===== config.mk =====
export PLATFORM = sky130hd
export DESIGN_NAME = cfr_ram
export DESIGN_NICKNAME = d
export VERILOG_FILES = /design/src/hw/rtl/cfr_ram.sv
export SDC_FILE = /design/constraint.sdc
export NUM_CORES = 1
export LEC_CHECK = 0
export BUFFER_PORTS_ARGS = -buffer_cell sky130_fd_sc_hd__buf_2
export CORE_MARGIN = 2
export CORE_UTILIZATION = 53
export DETAILED_ROUTE_END_ITERATION = 16
export PLACE_DENSITY = 0.82
export SLEW_MARGIN = 0
export SYNTH_ARGS = -nofsm -noshare
export SYNTH_HDL_FRONTEND = slang
export SYNTH_SLANG_ARGS = --single-unit

===== constraint.sdc =====
create_clock -name i_clk -period 2.27 [get_ports i_clk]
set_input_delay 0.1135 -clock i_clk [delete_from_list [all_inputs] [get_ports i_clk]]
set_output_delay 0.1135 -clock i_clk [all_outputs]
set_load 0.02 [all_outputs]

===== src/hw/rtl/cfr_ram.sv =====
// Generic single-write, single-read RAM with registered read data.
module cfr_ram #(
    parameter int WIDTH = 8,
    parameter int DEPTH = 16
) (
    input  logic                     i_clk,
    input  logic                     i_we,
    input  logic [$clog2(DEPTH)-1:0] i_waddr,
    input  logic [WIDTH-1:0]         i_wdata,
    input  logic [$clog2(DEPTH)-1:0] i_raddr,
    output logic [WIDTH-1:0]         o_rdata
);
    logic [WIDTH-1:0] r_mem [DEPTH];

    always_ff @(posedge i_clk) begin
        if (i_we) begin
            r_mem[i_waddr] <= i_wdata;
        end
        o_rdata <= r_mem[i_raddr];
    end
endmodule


==> flow_summary.json, run 1 <==
{
  "crit_fanout": 1,
  "p_leak_nw": 2.09,
  "cap_viol_max_count": 0,
  "path_class": "flip-flop to flip-flop",
  "n_antenna_cell": 0,
  "fin_skew_ns": 0.00655,
  "wl_per_cell_um": 24.5,
  "synthAdderAreaFrac_pct": 0,
  "synth_compound_area_share_pct": 2.33,
  "worst_slew_pin_slew_ns": 0.954,
  "dieArea_mm2": 0.0105,
  "grt_pass1_wl_um": 15800,
  "netlist.area_leader.share_pct": 74.7,
  "gr-total-overflow": 0,
  "gp_congestion": 0.791,
  "synthCells": 229,
  "cts_buffers": 17,
  "via_per_inst": 5.89,
  "muxShareOfSynthArea_pct": 15.0,
  "drt_iter0_drc": 183,
  "grt_max_degree": 25,
  "synth_area_leader_cell": "edfxtp_1",
  "finalNetCount": 303,
  "cts_tree": "built",
  "cts-root-buf": "clkbuf_8",
  "clkSlewWorstSetupHoldPaths_ns": 0.06,
  "grt_pass1_vias": 2585,
  "htreeDepth": 4,
  "top_usage_layer": "met2",
  "port_buffers": 25,
  "synthTopCellsByArea": "edfxtp_1 (75%), mux4_2 (7.9%), mux4_1 (7.1%)",
  "fin_crit_ns": 1.45,
  "critPathSlowestCell": "mux4_2",
  "synth_xor_xnor_area_share_pct": 0,
  "route.detailed.drc": 0,
  "syn_area_per_cell_um2": 22.5,
  "synth_area_mm2": 0.00515,
  "core_area_mm2": 0.00933,
  "yosysWarnings": 0,
  "die_x_um": 103,
  "period_share_pct": 63.7,
  "routed_wl_um": 10500,
  "finalSetupViolCount": 0,
  "synthSimpleGateAreaFrac_pct": 3.18,
  "drtPass1Iterations": 4,
  "area_growth_pct": 19.6,
  "power_density_mw_per_mm2": 964,
  "met3_usage_pct": 6.78,
  "vias": 2514,
  "cp-start-kind": "flip-flop",
  "met2_usage_pct": 33.4,
  "yosysSeqAreaShare_pct": 77.8,
  "antenna_found_initial": 0,
  "final_hold_viol_count": 0,
  "yosysUniqueCellTypes": 19,
  "io_pins": 26,
  "ir_drop_v": 0.000431,
  "drive_gt1_share_pct": 30.2,
  "clock-sinks": 136,
  "die_height_um": 103,
  "final-max-slew-violation-count": 0,
  "cp-end-kind": "flip-flop",
  "finish.utilization_pct": 66.0,
  "initial_core_util_pct": 55.2,
  "worst_path_largest_cell_delay_ns": 0.50,
  "synth_top_family_by_area": "multiplexers",
  "hpwlAfterDp_um": 6240,
  "ant_nets": 0,
  "slew_headroom_pct": 36.2,
  "crit_arrival_ns": 1.83,
  "rsz0062_at_grt": "no",
  "clk_path_buf_depth": 2,
  "rows": 35,
  "grt_util_met1_pct": 31.8,
  "hp-class": "input port to flip-flop",
  "status": "complete, no violations",
  "grt_usage_pct": 22.4,
  "path_cells": "mux4_2 -> a22oi_1 -> nand2_1",
  "worstSkewPairLatency_ns": 0.51,
  "synthesis.nets": 247,
  "cts_resized": 0,
  "cp.required_ns": 2.65,
  "setup_tns_ns": 0,
  "fmax_ghz": 0.691,
  "synth-seq-cells": 136
}
## where the power goes
part           switching (W)  total [W]  internal [W]
logic               0.000169   0.000287      0.000118
clock network        0.00104    0.00282       0.00179
registers          0.0000160    0.00282       0.00281
## critical path, delay by kind of cell, from the launching register on
kind,cells,cell delay (ns)
flops,1,0.37
mux,1,0.50
simple gates,1,0.12
compound gates,1,0.32
## flip-flops by register name, summed over array words and instances (netlist names)
signal	count
r_mem	128
o_rdata	8
## cells in the mapped netlist
master,instances
a22oi_1,16
and2_1,1
and2b_1,1
buf_2,3
buf_4,1
buf_6,3
clkdlybuf4s25_2,3
dfxtp_1,8
edfxtp_1,128
mux4_1,14
mux4_2,18
nand2_1,9
nand2b_1,2
nand3_1,1
nand3b_1,2
nor2_1,13
nor2b_1,1
nor3_1,4
or3b_2,1
## kinds of logic after synthesis
group / count (synthesis)
muxes: 32
and+or+nand+nor: 35
DFF: 136
buffers and inverters: 10
AOI/OAI and AO/OA: 16
## path summary, 6_finish.rpt
check,depth (start not counted),startpoint,slack (ns),end
worst max-delay path,3,r_mem[11][0]$_DFFE_PP_,0.82,o_rdata[0]$_DFF_P_
worst min-delay path,1,i_wdata[0],0.02,r_mem[14][0]$_DFFE_PP_
worst max register to register,3,r_mem[11][0]$_DFFE_PP_,0.82,o_rdata[0]$_DFF_P_
worst min register to register,3,r_mem[14][3]$_DFFE_PP_,0.68,o_rdata[3]$_DFF_P_
## timing repair
| action | 4_1_cts | 5_1_grt |
|---|---|---|
| hold endpoints to repair | 76 | 0 |
| endpoints found under the setup margin | 0 | 0 |
| hold buffers | 6 | 0 |
| buffers inserted | 0 | 0 |
## metal layers
metal  vias up  wire length, um  share of wire [%]
met1      1307             4370                 42
li1       1088                -                  -
met5         -                0                  0
met3        11              788                7.5
met4         0              146                1.4
met2       108             5150                 49
## layout by cell type, fill, tap and decap left out, types with 2 or more instances in the layout
master,n
clkbuf_16,16
clkinvlp_4,4
nand3b_1,2
mux4_2,18
nor2_1,13
inv_6,2
dlygate4sd3_1,6
dfxtp_1,8
mux4_1,14
clkinv_1,2
nor3_1,4
a22oi_1,16
bufinv_16,4
buf_2,25
clkinv_4,3
nand2_1,9
edfxtp_1,128
buf_4,15
nand2b_1,2
## area by class of cell
| type | instances | area [um^2] |
|---|---|---|
| clock buffer | 17 | 414 |
| tap | 129 | 161 |
| fill | 585 | 3170 |
| clock inverter | 15 | 201 |
| sequential | 136 | 4000 |
| multi-input combinational | 83 | 1060 |
| timing repair buffer | 47 | 318 |
## per-stage QoR
stage	cell area (um^2)	power [W]	instances	hold WS, ns	setup slack (ns)
floorplan	5150	0.00303	229	0.212	0.664
global placement	5480	0.00314	389	0.499	0.555
CTS	6160	0.00596	427	0.0118	0.829
detailed placement	5480	0.00315	389	0.525	0.517
global route	6160	0.00609	427	0.0121	0.784
finish	6160	0.00593	427	0.0226	0.824
No activity file was read; power rests on OpenSTA's default activity.
==> run 2: changes to the inputs <==
==> constraint.sdc (replaced) <==
create_clock -name i_clk -period 1.4 [get_ports i_clk]
set_input_delay 0.07 -clock i_clk [delete_from_list [all_inputs] [get_ports i_clk]]
set_output_delay 0.07 -clock i_clk [all_outputs]
set_load 0.02 [all_outputs]
==> flow_summary.json, run 2 (same netlist as run 1, synthesis figures left out) <==
{
  "status": "complete, no violations",
  "drive_gt1_share_pct": 33.4,
  "worst_path_largest_cell_delay_ns": 0.47,
  "grt_max_degree": 31,
  "io_pins": 26,
  "final_cell_mix": "edfxtp_1 (128), buf_2 (25), buf_4 (21)",
  "via_per_inst": 5.76,
  "grt_usage_pct": 21.3,
  "slew_headroom_pct": 70.8,
  "period_share_pct": 97.6,
  "top_register": "r_mem",
  "r2r_cells": 3,
  "reg_top3": "r_mem: 128 flops, o_rdata: 8 flops",
  "path_class": "flip-flop to flip-flop",
  "clkSlewWorstSetupHoldPaths_ns": 0.06,
  "gp_congestion": 0.765,
  "cp-start-kind": "flip-flop",
  "finalNetCount": 313,
  "die_x_um": 103,
  "rsz0062_at_grt": "no",
  "route.detailed.drc": 0,
  "r2r-end": "o_rdata[4]$_DFF_P_",
  "worstSkewPairLatency_ns": 0.52,
  "ir_drop_v": 0.000949,
  "drtPass1Iterations": 4,
  "cts_setup_buffers": 0,
  "wl_per_cell_um": 22.4,
  "hpwlAfterDp_um": 5790,
  "vias": 2519,
  "path_cells": "mux4_2 -> a22oi_1 -> nand2_1",
  "clk_path_buf_depth": 2,
  "finalSetupViolCount": 0,
  "die_height_um": 103,
  "setup_tns_ns": 0,
  "cap_viol_max_count": 0,
  "fin_skew_ns": 0.0122,
  "port_buffers": 25,
  "grt_pass1_vias": 2710,
  "nFillCells": 566,
  "worst_slew_pin_slew_ns": 0.439,
  "hp-class": "input port to flip-flop",
  "final_hold_viol_count": 0,
  "ant_nets": 0,
  "initial_core_util_pct": 55.2,
  "critPathSlowestCell": "mux4_2",
  "antenna_found_initial": 0,
  "power_density_mw_per_mm2": 1520,
  "cp-end-kind": "flip-flop",
  "grt_pass1_wl_um": 15300,
  "r2r_slack_ns": 0.03,
  "area_growth_pct": 21.7,
  "cts_tree": "built",
  "gr-total-overflow": 0,
  "final-max-slew-violation-count": 0,
  "n_antenna_cell": 0,
  "worstReg2RegStart": "r_mem[3][4]$_DFFE_PP_",
  "rows": 35,
  "htreeDepth": 4,
  "finish.utilization_pct": 67.1,
  "crit_arrival_ns": 1.75,
  "fin_crit_ns": 1.37,
  "layout_commonest_cell": "edfxtp_1",
  "crit_fanout": 1,
  "largest_reg_flops": 128,
  "core_area_mm2": 0.00933,
  "routed_wl_um": 9800,
  "cts-root-buf": "clkbuf_8",
  "fmax_ghz": 0.731,
  "crit_start": "r_mem[3][4]$_DFFE_PP_",
  "cp.required_ns": 1.78,
  "clock-sinks": 136,
  "dieArea_mm2": 0.0105,
  "endpoint": "o_rdata[4]$_DFF_P_",
  "drt_iter0_drc": 247,
  "p_leak_nw": 2.15,
  "cts_buffers": 17
}
==> run 2: how the worst min path moves through the flow <==
| stage | from | to | slack [ns] | cells past startpoint |
|---|---|---|---|---|
| floorplan | i_wdata[0] | r_mem[0][0]$_DFFE_PP_ | 0.17 | 0 |
| global placement | i_wdata[1] | r_mem[4][1]$_DFFE_PP_ | 0.45 | 1 |
| detailed placement | i_wdata[1] | r_mem[7][1]$_DFFE_PP_ | 0.46 | 1 |
| CTS | i_waddr[0] | r_mem[0][0]$_DFFE_PP_ | 0.08 | 3 |
| global route | i_waddr[0] | r_mem[0][7]$_DFFE_PP_ | 0.1 | 3 |
| finish | i_waddr[0] | r_mem[0][0]$_DFFE_PP_ | 0.11 | 3 |
==> run 2: timing repair <==
| item | CTS | global route |
|---|---|---|
| endpoints found under the hold margin | 128 | 0 |
| pin swaps | 0 | 1 |
| hold buffers | 8 | 0 |
| setup endpoints to repair | 1 | 3 |
| resized for setup | 1 | 3 |
==> run 2: metal layers <==
metal | part of all wire, % | global-route usage (%)
met4 | 0.98 | 8.72
met2 | 52 | 34.8
met1 | 42 | 27.9
met5 | 0 | 0
met3 | 5.4 | 5.29
==> run 2: final cells by class <==
| type | count | area (um^2) | share of cell area (%) |
|---|---|---|---|
| well taps | 129 | 161 | 2.58 |
| multi-input cells | 83 | 1070 | 17.1 |
| clock buffers | 19 | 422 | 6.73 |
| repair buffers | 57 | 423 | 6.75 |
| flip-flops and latches | 136 | 4000 | 63.9 |
| clock inverters | 13 | 179 | 2.86 |
==> run 2: through the flow <==
| step | cells | power, W | hold WS, ns | area [um^2] | setup WS, ns |
|---|---|---|---|---|---|
| after CTS | 437 | 0.00960 | 0.0796 | 6260 | 0.0169 |
| after global placement | 397 | 0.00511 | 0.448 | 5570 | -0.203 |
| after global routing | 437 | 0.00982 | 0.0986 | 6260 | 0.0102 |
| after detailed placement | 397 | 0.00513 | 0.460 | 5570 | -0.233 |
| after floorplan | 229 | 0.00492 | 0.169 | 5150 | 0.0639 |
| final | 437 | 0.00954 | 0.110 | 6260 | 0.0329 |
==> run 2: power breakdown <==
group	internal (W)	total, W	switching [W]
combinational	0.000214	0.000484	0.000270
clock	0.00288	0.00447	0.00159
sequential	0.00455	0.00458	0.0000310
total	0.00764	0.00954	0.00189
==> run 2: worst max-delay path: cells and delay by family (launching register included) <==
family | cells | cell delay [ns]
multiplexers | 1 | 0.47
AND/OR/NAND/NOR | 1 | 0.12
AO/OA/AOI/OAI | 1 | 0.29
flip-flops | 1 | 0.36
