File: src/hw/rtl/cfr_pkg.sv
// Shared types, codes and constants of the car-following route step block.
package cfr_pkg;

    localparam int ROUTE_DEPTH_DEF = 256;

    localparam int SPEED_W = 16;
    localparam int DIST_W  = 24;
    localparam int TIME_W  = 16;
    localparam int IDX_W   = 9;
    localparam int PROG_W  = 16;
    localparam int SLOT_W  = 8;
    localparam int OP_W    = 2;
    localparam int CFG_IDX_W  = 3;
    localparam int CFG_DATA_W = 24;
    localparam int QUOT_W  = 22;
    localparam int CNT_W   = 5;

    localparam logic [QUOT_W-1:0] RATIO_CAP = 22'h3F_FFFF;

    typedef enum logic [OP_W-1:0] {
        OP_LOAD    = 2'd0,
        OP_RESTART = 2'd1,
        OP_STEP    = 2'd2,
        OP_NONE    = 2'd3
    } t_op;

    typedef enum logic [CFG_IDX_W-1:0] {
        REG_MIN_GAP       = 3'd0,
        REG_REACTION_TIME = 3'd1,
        REG_MAX_ACCEL     = 3'd2,
        REG_BRAKING_COEFF = 3'd3,
        REG_SAMPLE_TIME   = 3'd4,
        REG_ROUTE_LENGTH  = 3'd5
    } t_reg;

    typedef enum logic [4:0] {
        ST_IDLE, ST_RDLIM, ST_MUL1, ST_MUL2, ST_MUL3, ST_SUM, ST_DES,
        ST_QSTART, ST_QWAIT, ST_RSTART, ST_RWAIT,
        ST_MQ2, ST_MQ4, ST_MR2, ST_B, ST_MACC, ST_ACC, ST_ADV, ST_ADV2,
        ST_REM, ST_REM2, ST_WALK, ST_WADD, ST_PSTART, ST_PWAIT, ST_EMIT
    } t_state;

    typedef struct packed {
        logic              start;
        logic [DIST_W-1:0] den;
        logic [DIST_W-1:0] rem0;
        logic [QUOT_W-1:0] low;
        logic [CNT_W-1:0]  count;
    } t_div_req;

endpackage

File: src/hw/rtl/cfr_div.sv
// Restoring divider, one quotient bit per cycle.
module cfr_div (
    input  logic                        i_clk,
    input  logic                        i_rst_n,
    input  cfr_pkg::t_div_req           i_req,
    output logic                        o_done,
    output logic [cfr_pkg::QUOT_W-1:0]  o_quot
);
    import cfr_pkg::*;

    logic              r_busy;
    logic              r_done;
    logic [CNT_W-1:0]  r_cnt;
    logic [DIST_W-1:0] r_rem;
    logic [DIST_W-1:0] r_den;
    logic [QUOT_W-1:0] r_low;
    logic [QUOT_W-1:0] r_quot;
    logic [DIST_W:0]   w_trial;
    logic [DIST_W:0]   w_diff;
    logic              w_ge;

    assign w_trial = {r_rem, r_low[QUOT_W-1]};
    assign w_ge    = (w_trial >= {1'b0, r_den});
    assign w_diff  = w_trial - {1'b0, r_den};

    always_ff @(posedge i_clk) begin
        if (!i_rst_n) begin
            r_busy <= 1'b0;
            r_done <= 1'b0;
        end else if (i_req.start) begin
            r_busy <= 1'b1;
            r_done <= 1'b0;
        end else if (r_busy) begin
            r_busy <= (r_cnt != CNT_W'(1));
            r_done <= (r_cnt == CNT_W'(1));
        end else begin
            r_done <= 1'b0;
        end
    end

    always_ff @(posedge i_clk) begin
        if (i_req.start) begin
            r_cnt  <= i_req.count;
            r_rem  <= i_req.rem0;
            r_den  <= i_req.den;
            r_low  <= i_req.low;
            r_quot <= '0;
        end else if (r_busy) begin
            r_cnt  <= r_cnt - CNT_W'(1);
            r_rem  <= w_ge ? w_diff[DIST_W-1:0] : w_trial[DIST_W-1:0];
            r_low  <= {r_low[QUOT_W-2:0], 1'b0};
            r_quot <= {r_quot[QUOT_W-2:0], w_ge};
        end
    end

    assign o_done = r_done;
    assign o_quot = r_quot;
endmodule

File: config.mk
export PLATFORM = sky130hd
export DESIGN_NAME = cfr_div
export DESIGN_NICKNAME = d
export VERILOG_FILES = /design/src/hw/rtl/cfr_pkg.sv /design/src/hw/rtl/cfr_div.sv
export SDC_FILE = /design/constraint.sdc
export NUM_CORES = 1
export LEC_CHECK = 0
export BUFFER_PORTS_ARGS = -buffer_cell sky130_fd_sc_hd__buf_2
export CAP_MARGIN = 20
export CORE_MARGIN = 4
export CORE_UTILIZATION = 45
export DETAILED_ROUTE_END_ITERATION = 8
export PLACE_DENSITY = 0.69
export SLEW_MARGIN = 20
export SYNTH_ARGS = -nofsm -noshare
export SYNTH_HDL_FRONTEND = slang
export SYNTH_SLANG_ARGS = --single-unit
File: constraint.sdc
create_clock -name i_clk -period 3 [get_ports i_clk]
set_input_delay 0.15 -clock i_clk [delete_from_list [all_inputs] [get_ports i_clk]]
set_output_delay 0.15 -clock i_clk [all_outputs]
set_load 0.05 [all_outputs]
==> run_summary.xml <==
<?xml version="1.0" encoding="UTF-8"?>
<metrics>
  <group name="drt">
    <metric name="post_drt_wl_per_cell" unit="um">15.7</metric>
    <metric name="dr.pass1.iters" unit="">4</metric>
    <metric name="wl_met3" unit="um">824</metric>
    <metric name="dr_total_vias" unit="">3981</metric>
    <metric name="topRoutingLayerUsed" unit="">met5</metric>
    <metric name="antenna_left" unit="">0</metric>
    <metric name="totalWireLength" unit="um">11900</metric>
    <metric name="routed_met2_length" unit="um">5650</metric>
    <metric name="drtIter0Drc" unit="">155</metric>
    <metric name="viasPerCell" unit="">5.26</metric>
    <metric name="detail_route.wirelength.met1" unit="um">5180</metric>
    <metric name="route.detailed.drc" unit="">0</metric>
  </group>
  <group name="job">
    <metric name="maxCapViolations" unit="">0</metric>
  </group>
  <group name="power_and_ir_drop">
    <metric name="switching_power_share_of_the_total" unit="">0.332</metric>
    <metric name="p_seq_frac" unit="">0.359</metric>
    <metric name="total_power" unit="W">0.00509</metric>
    <metric name="share_clk_of_total_power" unit="">0.225</metric>
    <metric name="power.static_leakage" unit="nW">2.97</metric>
    <metric name="p_per_area" unit="nW/um^2">744</metric>
    <metric name="max-vdd-ir-drop" unit="V">0.000485</metric>
    <metric name="intPower" unit="W">0.00340</metric>
    <metric name="pwr-share-comb" unit="">0.416</metric>
    <metric name="switching_power" unit="W">0.00169</metric>
  </group>
  <group name="synth">
    <metric name="synth_top_cell_area_share" unit="">0.420</metric>
    <metric name="synth_seq_area_share" unit="">0.510</metric>
    <metric name="synth_top_flop_cell" unit="">edfxtp_1</metric>
    <metric name="synth_fp_nets" unit="">568</metric>
    <metric name="post_synth_inst_count" unit="">463</metric>
    <metric name="synth_async_sr_flop_share" unit="">0</metric>
    <metric name="yosysTopAreaCell" unit="">edfxtp_1</metric>
    <metric name="ys_top_cells_by_area" unit="">edfxtp_1 (42%), dfxtp_1 (9.0%), mux2_2 (7.8%)</metric>
    <metric name="postSynthRegisterBits" unit="">99</metric>
    <metric name="synthesis.yosys.warnings" unit="">0</metric>
    <metric name="syn_avg_cell_area" unit="sq um">11.6</metric>
    <metric name="synth_area" unit="sq um">5360</metric>
    <metric name="synth_enable_flop_cells" unit="">75</metric>
    <metric name="synth_cell_type_count" unit="">55</metric>
  </group>
  <group name="placement">
    <metric name="detailed_place.area" unit="sq um">6120</metric>
    <metric name="dpl.hpwl" unit="um">8010</metric>
    <metric name="placement.io_buffers" unit="">100</metric>
    <metric name="globalplace.congestion" unit="">0.843</metric>
  </group>
  <group name="timing">
    <metric name="slew_violations" unit="">0</metric>
    <metric name="setup_ws" unit="ns">-0.0428</metric>
    <metric name="totalNegativeSetupSlack" unit="ns">-0.0428</metric>
    <metric name="finalSetupViolCount" unit="">1</metric>
    <metric name="hold-worst-slack" unit="ns">0.0298</metric>
    <metric name="hold_violations_final" unit="">0</metric>
    <metric name="rsz_0062_raised_after_global_routing" unit="">true</metric>
    <metric name="post-route-period-util" unit="">1.01</metric>
    <metric name="final.setup_skew" unit="ns">0.00622</metric>
    <metric name="slew_headroom" unit="">0.390</metric>
    <metric name="period_minus_slack" unit="ns">3.04</metric>
    <metric name="tightest_slew" unit="ns">0.915</metric>
    <metric name="fmax" unit="MHz">329</metric>
  </group>
  <group name="final_layout">
    <metric name="finish.instance_area" unit="sq um">6850</metric>
    <metric name="antennaDiodeCount" unit="">0</metric>
    <metric name="fin_nets" unit="">714</metric>
    <metric name="layout-area-overhead-vs-synth" unit="%">27.8</metric>
    <metric name="layout.cells.most_common_list" unit="">buf_2 (99), edfxtp_1 (75), mux2_2 (36)</metric>
    <metric name="mostFrequentLayoutCell" unit="">buf_2</metric>
    <metric name="final_layout_size_suffix_gt1_frac" unit="">0.357</metric>
  </group>
  <group name="setup_path">
    <metric name="cp_num_buf_inv" unit="">2</metric>
    <metric name="cp_slowest_cell" unit="">edfxtp_1</metric>
    <metric name="criticalPathCategory" unit="">register to register</metric>
    <metric name="path_delay_family" unit="">compound AO/OA/AOI/OAI gates</metric>
    <metric name="cpMostUsedCell" unit="">inv_2</metric>
    <metric name="crit_path_cell_trace" unit="">inv_2 &gt; ha_4 &gt; inv_2 &gt; fa_2 &gt; a21o_1 &gt; a221oi_2 &gt; o211ai_1 &gt; a41o_1 &gt; a31oi_4 &gt; xnor2_1 &gt; mux2_4 &gt; mux2_2</metric>
    <metric name="worst_r2r_startpoint" unit="">r_low[21]</metric>
    <metric name="critical_path_sink_type" unit="">register</metric>
    <metric name="worst_ep_required_time" unit="ns">3.11</metric>
    <metric name="crit_path_start_kind" unit="">register</metric>
    <metric name="worstPathMaxFanout" unit="">4</metric>
    <metric name="cp_slowest_stage_delay" unit="ns">0.39</metric>
    <metric name="crit_arrival" unit="ns">3.16</metric>
    <metric name="critical_path.startpoint" unit="">r_low[21]</metric>
  </group>
  <group name="cts">
    <metric name="cts.htree.levels" unit="">3</metric>
    <metric name="cts_tree" unit="">done</metric>
    <metric name="max_clock_buf_depth" unit="">2</metric>
    <metric name="cts_buffers" unit="">9</metric>
    <metric name="clock_latency" unit="ns">0.35</metric>
    <metric name="cts.reportedPaths.clkPinSlew" unit="ns">0.07</metric>
    <metric name="cts_root_buf" unit="">clkbuf_16</metric>
    <metric name="clkSinkCount" unit="">99</metric>
  </group>
  <group name="worst_hold_path">
    <metric name="timing.hold.worst.start" unit="">i_rst_n</metric>
    <metric name="holdCritPathClass" unit="">input pin to register</metric>
  </group>
  <group name="floorplanning">
    <metric name="die_height" unit="um">117</metric>
    <metric name="num_io_pins" unit="">101</metric>
    <metric name="die_area" unit="sq um">13700</metric>
    <metric name="chip_width" unit="um">117</metric>
    <metric name="initial_standard_cell_utilization_of_the_core" unit="">0.465</metric>
    <metric name="num_rows" unit="">39</metric>
    <metric name="core" unit="sq um">11500</metric>
  </group>
  <group name="grt">
    <metric name="pin_count_of_the_biggest_net_entering_global_routing" unit="">81</metric>
    <metric name="gr-total-overflow" unit="">0</metric>
    <metric name="first_global_vias" unit="">4164</metric>
    <metric name="grtUsageTotal" unit="">0.177</metric>
    <metric name="grt_antenna_before_repair" unit="">2</metric>
    <metric name="grt_pass1_wl" unit="um">19100</metric>
  </group>
  <group name="run_status">
    <metric name="run_status" unit="">finished with violations</metric>
    <metric name="violated_checks" unit="">setup timing</metric>
  </group>
</metrics>
per-layer routing:
metal	up-vias	global-route usage
met4	4	0.0543
met1	1872	0.213
li1	1978	-
met5	-	0
met2	109	0.300
met3	18	0.0632
logic make-up (layout without fill, tap and decap cells):
kind of cell	count (synthesis)	in the layout	synth area share
buffers and inverters	49	199	0.0362
xor gates and xnor gates	21	21	0.0343
and+or+nand+nor	106	107	0.0962
adders and majority gates	27	27	0.0644
DFF	99	99	0.510
muxes	71	71	0.151
AOI/OAI and AO/OA	90	90	0.108
final cells by class:
type / instances / area (sq um)
clock buffers: 9 / 225
clock inverters: 7 / 67.6
fillers: 980 / 4670
inverters: 29 / 109
multi-input cells: 316 / 2550
flip-flops and latches: 99 / 2730
well taps: 143 / 179
repair buffers: 154 / 981
state kept, by name (all words and copies together) (netlist names):
| signal | flops |
|---|---|
| o_done | 1 |
| o_quot | 22 |
| r_busy | 1 |
| r_cnt | 5 |
| r_den | 24 |
| r_low | 22 |
| r_rem | 24 |
power by group through the flow:
stage               Combinational [W]  Sequential [W]  Clock, W
floorplan                     0.00148         0.00183         0
global placement              0.00187         0.00184         0
detailed placement            0.00192         0.00185         0
CTS                           0.00199         0.00182   0.00119
global route                  0.00233         0.00185   0.00125
finish                        0.00212         0.00183   0.00115
synthesized netlist by cell type, types with 7 or more instances:
cell / number
nand2_1: 24
nor3_1: 8
a21oi_1: 30
inv_1: 29
nor2b_1: 9
mux2_4: 10
xnor2_1: 13
ha_1: 26
o21ai_0: 19
nor2_1: 35
mux2i_1: 24
edfxtp_1: 75
dfxtp_1: 24
a21o_1: 7
clkbuf_1: 15
xor2_1: 8
and3_1: 7
mux2_2: 37
what timing repair did:
item / in CTS / in global routing
cloned: 0 / 1
endpoints found under the hold margin: 24 / 0
setup endpoints to repair: 5 / 16
hold buffers: 24 / 0
pin swaps: 10 / 7
resized for setup: 6 / 18
buffers inserted: 8 / 3
metrics by stage:
stage	utilization	setup WS [ns]	instances
2_1_floorplan	-	0.0322	463
3_3_place_gp	0.531	-0.0217	706
3_5_place_dp	0.531	-0.105	706
4_1_cts	0.585	-0.00736	754
5_1_grt	0.595	-0.207	757
6_report	0.595	-0.0428	757
final timing paths:
kind | cells after the start | endpoint | slack [ns]
setup / recovery | 12 | r_rem[20] | -0.04
hold / removal | 2 | r_busy | 0.03
setup reg to reg | 12 | r_rem[20] | -0.04
hold reg to reg | 2 | o_quot[21] | 0.50
Note: power is estimated with default switching activity, not from simulation.
